--- src/rtl/core/lcdr_pkg.sv ---
package lcdr_pkg;

    typedef enum logic [2:0] {
        CMD_START  = 3'd0,
        CMD_STEP   = 3'd1,
        CMD_DATA   = 3'd2,
        CMD_INSTR  = 3'd3,
        CMD_SELECT = 3'd4
    } t_cmd;

    typedef enum logic [1:0] {
        PH_DONE  = 2'd0,
        PH_START = 2'd1,
        PH_RUN   = 2'd2
    } t_phase;

    typedef enum logic [3:0] {
        K_NONE,
        K_ARM,
        K_SELECT,
        K_STOP,
        K_HOME,
        K_CHAR,
        K_ADDR,
        K_DATA,
        K_INSTR
    } t_kind;

    typedef enum logic [2:0] {
        REG_RS_MASK  = 3'd0,
        REG_EN1_MASK = 3'd1,
        REG_EN2_MASK = 3'd2,
        REG_AUX_MASK = 3'd3,
        REG_AUX_ON   = 3'd4
    } t_reg;

    localparam logic [7:0] DDRAM_SET = 8'h80;
    localparam logic [6:0] ADDR_00   = 7'h00;
    localparam logic [6:0] ADDR_40   = 7'h40;
    localparam logic [6:0] ADDR_14   = 7'h14;
    localparam logic [6:0] ADDR_54   = 7'h54;

    localparam logic [3:0] RST_RS_MASK  = 4'd1;
    localparam logic [3:0] RST_EN1_MASK = 4'd2;
    localparam logic [3:0] RST_EN2_MASK = 4'd4;
    localparam logic [3:0] RST_AUX_MASK = 4'd8;
    localparam logic [1:0] ACT_BOTH     = 2'd3;
    localparam logic [1:0] ACT_FIRST    = 2'd1;
    localparam logic [1:0] ACT_SECOND   = 2'd2;

    localparam int QUEUE_DEPTH = 2;

    typedef struct packed {
        logic [3:0] rs_mask;
        logic [3:0] en1_mask;
        logic [3:0] en2_mask;
        logic [3:0] aux_mask;
        logic       aux_on;
    } t_cfg;

    typedef struct packed {
        logic [7:0] byte_val;
        logic [3:0] ctl;
        logic [3:0] en;
        logic       took;
        logic       done;
    } t_job;

endpackage

--- src/rtl/core/lcdr_front.sv ---
module lcdr_front #(
    parameter int LINE_COUNT = 2,
    parameter int LINE_WIDTH = 16
) (
    input  logic             i_clk,
    input  logic             i_rst_n,
    input  logic             i_push,
    output logic             o_full,
    input  logic [2:0]       i_command,
    input  logic [7:0]       i_data_byte,
    input  lcdr_pkg::t_cfg   i_cfg,
    input  logic             i_job_full,
    output logic             o_job_push,
    output lcdr_pkg::t_job   o_job
);
    import lcdr_pkg::*;

    localparam bit         DUAL  = (LINE_COUNT == 4) && (LINE_WIDTH == 40);
    localparam bit         MULTI = (LINE_COUNT > 1);
    localparam bit         FOUR  = (LINE_COUNT == 4);
    localparam logic [5:0] COL_W = 6'(LINE_WIDTH);

    t_phase     r_phase, n_phase;
    logic [1:0] r_line, n_line;
    logic [5:0] r_col, n_col;
    logic [1:0] r_act, n_act;

    t_kind      w_kind;
    logic [6:0] w_addr;
    logic       w_accept;
    logic [3:0] w_en;
    logic [3:0] w_ctl;
    logic       w_is_data;
    logic       w_emit;
    logic [7:0] w_byte;

    assign o_full   = i_job_full;
    assign w_accept = i_push && !i_job_full;

    always_comb begin
        w_kind = K_NONE;
        w_addr = ADDR_00;
        unique case (t_cmd'(i_command))
            CMD_START:  w_kind = K_ARM;
            CMD_SELECT: w_kind = K_SELECT;
            CMD_DATA:   w_kind = K_DATA;
            CMD_INSTR:  w_kind = K_INSTR;
            CMD_STEP: begin
                priority if (r_phase == PH_START) begin
                    w_kind = K_HOME;
                end else if (r_phase != PH_RUN) begin
                    w_kind = K_STOP;
                end else if (r_col < COL_W) begin
                    w_kind = K_CHAR;
                end else if (r_col == COL_W) begin
                    priority if (r_line == 2'd0 && MULTI) begin
                        w_kind = K_ADDR;
                        w_addr = ADDR_40;
                    end else if (r_line == 2'd1 && FOUR) begin
                        w_kind = K_ADDR;
                        w_addr = DUAL ? ADDR_00 : ADDR_14;
                    end else if (r_line == 2'd2 && FOUR) begin
                        w_kind = K_ADDR;
                        w_addr = DUAL ? ADDR_40 : ADDR_54;
                    end else begin
                        w_kind = K_STOP;
                    end
                end else begin
                    w_kind = K_STOP;
                end
            end
            default: w_kind = K_NONE;
        endcase
    end

    always_comb begin
        n_phase = r_phase;
        n_line  = r_line;
        n_col   = r_col;
        n_act   = r_act;
        if (w_accept) begin
            unique case (w_kind)
                K_ARM:    n_phase = PH_START;
                K_SELECT: n_act   = i_data_byte[1:0];
                K_STOP:   n_phase = PH_DONE;
                K_HOME: begin
                    if (DUAL) begin
                        n_act = ACT_FIRST;
                    end
                    n_phase = PH_RUN;
                    n_line  = 2'd0;
                    n_col   = 6'd0;
                end
                K_CHAR: n_col = r_col + 6'd1;
                K_ADDR: begin
                    if (DUAL && r_line == 2'd1) begin
                        n_act = ACT_SECOND;
                    end
                    n_line = r_line + 2'd1;
                    n_col  = 6'd0;
                end
                default: ;
            endcase
        end
    end

    always_comb begin
        w_emit    = 1'b0;
        w_is_data = 1'b0;
        w_byte    = i_data_byte;
        unique case (w_kind)
            K_HOME: begin
                w_emit = 1'b1;
                w_byte = DDRAM_SET;
            end
            K_ADDR: begin
                w_emit = 1'b1;
                w_byte = DDRAM_SET | {1'b0, w_addr};
            end
            K_CHAR, K_DATA: begin
                w_emit    = 1'b1;
                w_is_data = 1'b1;
            end
            K_INSTR: w_emit = 1'b1;
            default: ;
        endcase

        w_en = (n_act[0] ? i_cfg.en1_mask : 4'd0) | (n_act[1] ? i_cfg.en2_mask : 4'd0);
        w_ctl = i_cfg.aux_on ? (w_en | i_cfg.aux_mask) : (w_en & ~i_cfg.aux_mask);
        w_ctl = w_is_data ? (w_ctl | i_cfg.rs_mask) : (w_ctl & ~i_cfg.rs_mask);

        o_job_push     = w_accept && w_emit;
        o_job.byte_val = w_byte;
        o_job.ctl      = w_ctl;
        o_job.en       = w_en;
        o_job.took     = (w_kind == K_CHAR);
        o_job.done     = (n_phase == PH_DONE);
    end

    always_ff @(posedge i_clk) begin
        if (!i_rst_n) begin
            r_phase <= PH_DONE;
            r_line  <= 2'd0;
            r_col   <= 6'd0;
            r_act   <= ACT_BOTH;
        end else begin
            r_phase <= n_phase;
            r_line  <= n_line;
            r_col   <= n_col;
            r_act   <= n_act;
        end
    end

endmodule

--- src/rtl/core/lcdr_fifo.sv ---
module lcdr_fifo (
    input  logic           i_clk,
    input  logic           i_rst_n,
    input  logic           i_push,
    input  lcdr_pkg::t_job i_job,
    output logic           o_full,
    input  logic           i_pop,
    output logic           o_valid,
    output lcdr_pkg::t_job o_job
);
    import lcdr_pkg::*;

    localparam int AW = (QUEUE_DEPTH > 1) ? $clog2(QUEUE_DEPTH) : 1;
    localparam logic [AW:0]   DEPTH_C = (AW + 1)'(QUEUE_DEPTH);
    localparam logic [AW-1:0] LAST_C  = AW'(QUEUE_DEPTH - 1);

    t_job          r_mem [QUEUE_DEPTH];
    logic [AW-1:0] r_wptr;
    logic [AW-1:0] r_rptr;
    logic [AW:0]   r_count;
    logic          w_push;
    logic          w_pop;

    assign o_full  = (r_count == DEPTH_C);
    assign o_valid = (r_count != '0);
    assign o_job   = r_mem[r_rptr];
    assign w_push  = i_push && !o_full;
    assign w_pop   = i_pop && o_valid;

    always_ff @(posedge i_clk) begin
        if (w_push) begin
            r_mem[r_wptr] <= i_job;
        end
    end

    always_ff @(posedge i_clk) begin
        if (!i_rst_n) begin
            r_wptr  <= '0;
            r_rptr  <= '0;
            r_count <= '0;
        end else begin
            if (w_push) begin
                r_wptr <= (r_wptr == LAST_C) ? '0 : r_wptr + AW'(1);
            end
            if (w_pop) begin
                r_rptr <= (r_rptr == LAST_C) ? '0 : r_rptr + AW'(1);
            end
            r_count <= r_count + (AW + 1)'(w_push) - (AW + 1)'(w_pop);
        end
    end

endmodule

--- src/rtl/core/lcdr_back.sv ---
module lcdr_back (
    input  logic           i_clk,
    input  logic           i_rst_n,
    input  logic           i_job_valid,
    input  lcdr_pkg::t_job i_job,
    output logic           o_job_pop,
    output logic           o_empty,
    input  logic           i_pop,
    output logic [7:0]     o_shift_word,
    output logic           o_last_word,
    output logic           o_char_taken,
    output logic           o_refresh_done
);
    import lcdr_pkg::*;

    t_job       r_job;
    logic [1:0] r_cnt;
    logic       r_busy;
    logic       r_ovalid;
    logic [7:0] r_word;
    logic       r_last;
    logic       r_took;
    logic       r_done;

    logic       w_advance;
    logic       w_have;
    t_job       w_src;
    logic [1:0] w_cnt;
    logic [3:0] w_hi;
    logic [3:0] w_lo;

    assign w_advance = !r_ovalid || i_pop;
    assign w_have    = r_busy || i_job_valid;
    assign w_src     = r_busy ? r_job : i_job;
    assign w_cnt     = r_busy ? r_cnt : 2'd0;
    assign o_job_pop = w_advance && !r_busy && i_job_valid;

    // high nibble first, each nibble raised then dropped
    assign w_hi = w_cnt[1] ? w_src.byte_val[3:0] : w_src.byte_val[7:4];
    assign w_lo = w_cnt[0] ? (w_src.ctl & ~w_src.en) : w_src.ctl;

    assign o_empty        = !r_ovalid;
    assign o_shift_word   = r_word;
    assign o_last_word    = r_last;
    assign o_char_taken   = r_took;
    assign o_refresh_done = r_done;

    always_ff @(posedge i_clk) begin
        if (w_advance && w_have) begin
            r_job  <= w_src;
            r_word <= {w_hi, w_lo};
            r_last <= (w_cnt == 2'd3);
            r_took <= w_src.took;
            r_done <= w_src.done;
        end
    end

    always_ff @(posedge i_clk) begin
        if (!i_rst_n) begin
            r_busy   <= 1'b0;
            r_cnt    <= 2'd0;
            r_ovalid <= 1'b0;
        end else if (w_advance) begin
            r_ovalid <= w_have;
            if (w_have) begin
                r_cnt  <= w_cnt + 2'd1;
                r_busy <= (w_cnt != 2'd3);
            end
        end
    end

    a_idle_cnt_zero: assert property (@(posedge i_clk) disable iff (!i_rst_n)
        !r_busy |-> (r_cnt == 2'd0))
        else $error("beat counter left mid-byte while idle");

    a_busy_has_word: assert property (@(posedge i_clk) disable iff (!i_rst_n)
        r_busy |-> r_ovalid)
        else $error("byte in progress without a pending beat");

    a_last_ends_byte: assert property (@(posedge i_clk) disable iff (!i_rst_n)
        (r_ovalid && r_last) |-> !r_busy)
        else $error("final beat shown while byte still in progress");

endmodule

--- src/rtl/core/char_lcd_nibble_refresh_controller.sv ---
// Flow: an accepted item is written into the job queue; the back end then pops it and
// registers its first beat onto the result ports once it is idle and the port is not held.
// Output: an item that sends a byte gives four beats on the single result port, each
// held while pop is low; items sending nothing skip the queue. A 2-entry job queue parts them.
// Reset: synchronous, active low; clears the sequencer, queue and result valid flag and
// loads the register defaults.
module char_lcd_nibble_refresh_controller #(
    parameter int LINE_COUNT = 2,
    parameter int LINE_WIDTH = 16
) (
    input  logic        i_clk,
    input  logic        i_rst_n,
    input  logic        push,
    output logic        full,
    input  logic [2:0]  i_command,
    input  logic [7:0]  i_data_byte,
    output logic        empty,
    input  logic        pop,
    output logic [7:0]  o_shift_word,
    output logic        o_last_word,
    output logic        o_char_taken,
    output logic        o_refresh_done,
    input  logic        psel,
    input  logic        penable,
    input  logic        pwrite,
    input  logic [4:0]  paddr,
    input  logic [31:0] pwdata,
    output logic [31:0] prdata,
    output logic        pready
);
    import lcdr_pkg::*;

    t_cfg r_cfg;
    logic w_cfg_wr;
    logic w_job_push;
    t_job w_job_in;
    logic w_job_full;
    logic w_job_valid;
    t_job w_job_out;
    logic w_job_pop;

    assign pready   = 1'b1;
    assign w_cfg_wr = psel && penable && pwrite && pready;

    always_ff @(posedge i_clk) begin
        if (!i_rst_n) begin
            r_cfg.rs_mask  <= RST_RS_MASK;
            r_cfg.en1_mask <= RST_EN1_MASK;
            r_cfg.en2_mask <= RST_EN2_MASK;
            r_cfg.aux_mask <= RST_AUX_MASK;
            r_cfg.aux_on   <= 1'b0;
        end else if (w_cfg_wr) begin
            unique case (t_reg'(paddr[4:2]))
                REG_RS_MASK:  r_cfg.rs_mask  <= pwdata[3:0];
                REG_EN1_MASK: r_cfg.en1_mask <= pwdata[3:0];
                REG_EN2_MASK: r_cfg.en2_mask <= pwdata[3:0];
                REG_AUX_MASK: r_cfg.aux_mask <= pwdata[3:0];
                REG_AUX_ON:   r_cfg.aux_on   <= pwdata[0];
                default: ;
            endcase
        end
    end

    always_comb begin
        unique case (t_reg'(paddr[4:2]))
            REG_RS_MASK:  prdata = {28'd0, r_cfg.rs_mask};
            REG_EN1_MASK: prdata = {28'd0, r_cfg.en1_mask};
            REG_EN2_MASK: prdata = {28'd0, r_cfg.en2_mask};
            REG_AUX_MASK: prdata = {28'd0, r_cfg.aux_mask};
            REG_AUX_ON:   prdata = {31'd0, r_cfg.aux_on};
            default:      prdata = 32'd0;
        endcase
    end

    lcdr_front #(
        .LINE_COUNT (LINE_COUNT),
        .LINE_WIDTH (LINE_WIDTH)
    ) u_front (
        .i_clk       (i_clk),
        .i_rst_n     (i_rst_n),
        .i_push      (push),
        .o_full      (full),
        .i_command   (i_command),
        .i_data_byte (i_data_byte),
        .i_cfg       (r_cfg),
        .i_job_full  (w_job_full),
        .o_job_push  (w_job_push),
        .o_job       (w_job_in)
    );

    lcdr_fifo u_fifo (
        .i_clk   (i_clk),
        .i_rst_n (i_rst_n),
        .i_push  (w_job_push),
        .i_job   (w_job_in),
        .o_full  (w_job_full),
        .i_pop   (w_job_pop),
        .o_valid (w_job_valid),
        .o_job   (w_job_out)
    );

    lcdr_back u_back (
        .i_clk          (i_clk),
        .i_rst_n        (i_rst_n),
        .i_job_valid    (w_job_valid),
        .i_job          (w_job_out),
        .o_job_pop      (w_job_pop),
        .o_empty        (empty),
        .i_pop          (pop),
        .o_shift_word   (o_shift_word),
        .o_last_word    (o_last_word),
        .o_char_taken   (o_char_taken),
        .o_refresh_done (o_refresh_done)
    );

endmodule

--- config.mk ---
export PLATFORM = sky130hd
export DESIGN_NAME = char_lcd_nibble_refresh_controller
export DESIGN_NICKNAME = d
export VERILOG_FILES = /design/src/rtl/core/lcdr_pkg.sv /design/src/rtl/core/lcdr_front.sv /design/src/rtl/core/lcdr_fifo.sv /design/src/rtl/core/lcdr_back.sv /design/src/rtl/core/char_lcd_nibble_refresh_controller.sv
export SDC_FILE = /design/constraint.sdc
export NUM_CORES = 1
export LEC_CHECK = 0
export BUFFER_PORTS_ARGS = -buffer_cell sky130_fd_sc_hd__buf_2
export CORE_UTILIZATION = 44
export CTS_CLUSTER_DIAMETER = 60
export CTS_CLUSTER_SIZE = 8
export DETAILED_ROUTE_END_ITERATION = 12
export GPL_TIMING_DRIVEN = 1
export PLACE_DENSITY = 0.66
export SLEW_MARGIN = 10
export SYNTH_ARGS = -nofsm -noshare
export SYNTH_HDL_FRONTEND = slang
export SYNTH_HIERARCHICAL = 1
export SYNTH_SLANG_ARGS = --single-unit
--- constraint.sdc ---
create_clock -name i_clk -period 6.47 [get_ports i_clk]
set_input_delay 0.3235 -clock i_clk [delete_from_list [all_inputs] [get_ports i_clk]]
set_output_delay 0.3235 -clock i_clk [all_outputs]
set_load 0.005 [all_outputs]
==> results.sh <==
export IMPL_place_inst=577
export IMPL_antenna_found_initial=0
export IMPL_dpl_worst_slack_ns=3.91
export IMPL_p_sw_frac=0.241
export IMPL_drtAntennaViolNets=0
export IMPL_slowest_delay_ns=0.39
export IMPL_cts_resized=0
export IMPL_p_per_area_nw_per_um2=257
export IMPL_num_vias=2960
export IMPL_numCtsBuffers=9
export IMPL_slew_limit_headroom=0.177
export IMPL_cp_data_arrival_time_ns=2.81
export IMPL_first_iter_violations=116
export IMPL_ys_seq_area_frac=0.523
export IMPL_portBuffers=41
export IMPL_first_pass_iters=4
export IMPL_ys_flop_type="edfxtp_1"
export IMPL_synth_edff_count=63
export IMPL_clock_latency_ns=0.33
export IMPL_instances_no_fill=593
export IMPL_holdBufCountCts=0
export IMPL_syn_cell_area_sq_um=5070
export IMPL_diodes=0
export IMPL_cap_violations=0
export IMPL_grt_use_total=0.153
export IMPL_coreArea_sq_um=11000
export IMPL_floorplan_rows=38
export IMPL_worstSetupPathType="flip-flop to flip-flop"
export IMPL_grt_first_pass_wirelength_mm=13.9
export IMPL_clockBufferDepth=2
export IMPL_synth_simple_area_share=0.135
export IMPL_yosys_area_top_type="edfxtp_1"
export IMPL_peakVddDrop_mv=0.134
export IMPL_setup_violations=0
export IMPL_tritoncts="built"
export IMPL_cp_top_family="simple AND/OR/NAND/NOR gates"
export IMPL_wire_per_inst_microns=14.2
export IMPL_grt_ovfl_total=0
export IMPL_drive_above_1_share=0.265
export IMPL_power_frac_comb=0.112
export IMPL_final_hold_violation_count=0
export IMPL_start_kind="flip-flop"
export IMPL_switchingPower_mw=0.342
export IMPL_synth_compound_area_frac=0.0763
export IMPL_yosysWarnings=6
export IMPL_synthTopCellsByArea="edfxtp_1 (37%), dfxtp_1 (15%), mux2_4 (5.9%)"
export IMPL_holdCritPathClass="input port to flip-flop"
export IMPL_intPower_mw=1.08
export IMPL_sequentialPowerShare=0.532
export IMPL_grt_max_degree=42
export IMPL_die_h_microns=109
export IMPL_drc_errors=0
export IMPL_postSynthCellCount=407
export IMPL_dieArea_sq_um=12000
export IMPL_async_flop_share=0
export IMPL_power_mw=1.42
export IMPL_cp_end_kind="flip-flop"
export IMPL_outcome="finished, final reports clean"
export IMPL_ios=101
export IMPL_die_x_microns=109
export IMPL_htree_levels=3
export IMPL_initial_core_util=0.460
export IMPL_synthAdderAreaFrac=0.0173
export IMPL_min_period_over_period=0.400
export IMPL_worst_path_most_repeated_cell="ha_1"
export IMPL_clockRootBuffer="clkbuf_16"
export IMPL_final_util=0.501
export IMPL_synth_area_mux_share=0.160
export IMPL_syn_area_per_cell_sq_um=12.5
export IMPL_routabilityCongestion=0.809
export IMPL_finalMaxSlewViolations=0
export IMPL_syn_to_final_growth_pct=9.01
export IMPL_setup_ws_ns=3.88
export IMPL_rsz0062_at_grt="no"
export IMPL_ys_types=61
export IMPL_hpwl_mm=5.86
export IMPL_clkSlewWorstSetupHoldPaths_ns=0.07
export IMPL_fin_skew_ns=0.0112
export IMPL_viasPerCell=4.99
export IMPL_p_leak_nw=2.14
export IMPL_layout_nets=510
export IMPL_fmax_mhz=387
export IMPL_cp_cell_sequence="inv_1, ha_1, and4bb_1, o211a_1, a211oi_1, nor2_1, nand2_1, ha_1, inv_1, ha_1, xor2_1, and2_1, nor3_1"
export IMPL_synth_top_family_by_area="multiplexers"
export IMPL_synth_xor_area_frac=0.00864
export IMPL_tightest_slew_ns=1.23
export IMPL_cp_data_required_time_ns=6.69
export IMPL_clock_sinks=101
export IMPL_synth_top_area_frac=0.373
export IMPL_layout_min_cycle_time_ns=2.59
export IMPL_crit_fanout=4
export IMPL_wl_mm=8.41
export IMPL_cpMaxStageDelayCell="dfxtp_1"
export IMPL_synth_seq_cells=101
export IMPL_fin_tns_setup_ns=0
export IMPL_grt_pass1_vias=2917
export IMPL_clock_power_share=0.356
export IMPL_post_cts_buffers=0
export IMPL_path_buf_inv=2
-- stage by stage --
| stage | instance area [sq um] | hold WS [ns] |
|---|---|---|
| 2_1_floorplan | 5170 | 0.385 |
| 3_3_place_gp | 5250 | 0.453 |
| 3_5_place_dp | 5250 | 0.460 |
| 4_1_cts | 5530 | 0.254 |
| 5_1_grt | 5530 | 0.266 |
| 6_report | 5530 | 0.267 |
-- cells in the mapped netlist (5+ instances only) --
cell      instances
ha_1              7
nor3_1            6
inv_1            17
o21ai_0           5
o21a_1            5
nor2_1           20
mux2_2           19
nor2b_1          17
mux2_4           20
buf_4            31
nand2_1          36
edfxtp_1         63
dfxtp_1          38
a22oi_1           9
mux2i_1          23
a21oi_1           8
-- power groups by stage --
| stage | logic [mW] | clock network [mW] | registers, mW |
|---|---|---|---|
| floorplan | 0.132 | 0 | 0.766 |
| global placement | 0.157 | 0 | 0.768 |
| detailed placement | 0.161 | 0 | 0.770 |
| CTS | 0.161 | 0.521 | 0.756 |
| global route | 0.177 | 0.551 | 0.761 |
| finish | 0.160 | 0.505 | 0.756 |
-- worst reg2reg max path, stage by stage (launching register included) --
cell and delay, ns:
dfxtp_1 0.39, inv_1 0.06, ha_1 0.19, and4bb_1 0.24, o211a_1 0.25, a211oi_1 0.30, nor2_1 0.13, nand2_1 0.13
ha_1 0.24, inv_1 0.06, ha_1 0.15, xor2_1 0.17, and2_1 0.14, nor3_1 0.04
-- cells in the final DEF, fill, tap and decap left out, types with 5 or more instances in the layout --
master	synthesis	layout
clkbuf_16	0	9
o21a_1	5	5
dfxtp_1	38	38
buf_2	3	41
nor2_1	20	20
a22oi_1	9	9
nor3_1	6	6
mux2_4	20	20
mux2_2	19	19
nand2_1	36	36
nor2b_1	17	17
a21oi_1	8	8
mux2i_1	23	23
conb_1	2	29
o21ai_0	5	5
inv_1	17	17
ha_1	7	7
edfxtp_1	63	63
-- area by class of cell --
class	count	area, sq um
fill	971	5500
sequential	101	2650
multi-input combinational	275	2130
inverter	17	63.8
clock buffer	9	225
timing repair buffer	44	228
clock inverter	7	56.3
tap	140	175
-- final timing paths --
check / slack (ns) / cells past startpoint / end / start
max: 3.88 / 13 / u_fifo/r_count[1]$_SDFF_PN0_ / u_front/r_col[0]$_SDFFE_PN0P_
min: 0.27 / 3 / r_cfg[13]$_SDFFE_PN1P_ / pwdata[0]
max reg2reg: 3.88 / 13 / u_fifo/r_count[1]$_SDFF_PN0_ / u_front/r_col[0]$_SDFFE_PN0P_
min reg2reg: 0.47 / 2 / u_front/r_line[1]$_SDFFE_PN0P_ / u_front/r_line[1]$_SDFFE_PN0P_
-- state kept, by name, summed over array words and instances, names as in the netlist, named ones only --
signal and count:
u_fifo/r_mem 36, r_cfg 17, u_back/r_job 16, u_back/o_shift_word 8, u_front/r_col 6, u_back/r_cnt 2, u_fifo/r_count 2, u_front/r_act 2
u_front/r_line 2, u_front/r_phase 2, u_back/o_char_taken 1, u_back/o_last_word 1, u_back/o_refresh_done 1, u_back/r_busy 1, u_back/r_ovalid 1, u_fifo/r_rptr 1
u_fifo/r_wptr 1
-- cells by family after synthesis --
| logic type | after synthesis |
|---|---|
| simple gates | 118 |
| flops | 101 |
| mux | 65 |
| buf+inv | 58 |
| compound gates | 51 |
| fa+ha+maj | 7 |
| xor+xnor | 5 |
| other cells | 2 |
-- routing by layer --
metal	GRT usage	routed length, microns
met5	0	0
met4	0.0467	42
met3	0.0356	224
met2	0.252	4090
met1	0.199	4050
(Power assumes the default switching activity.)
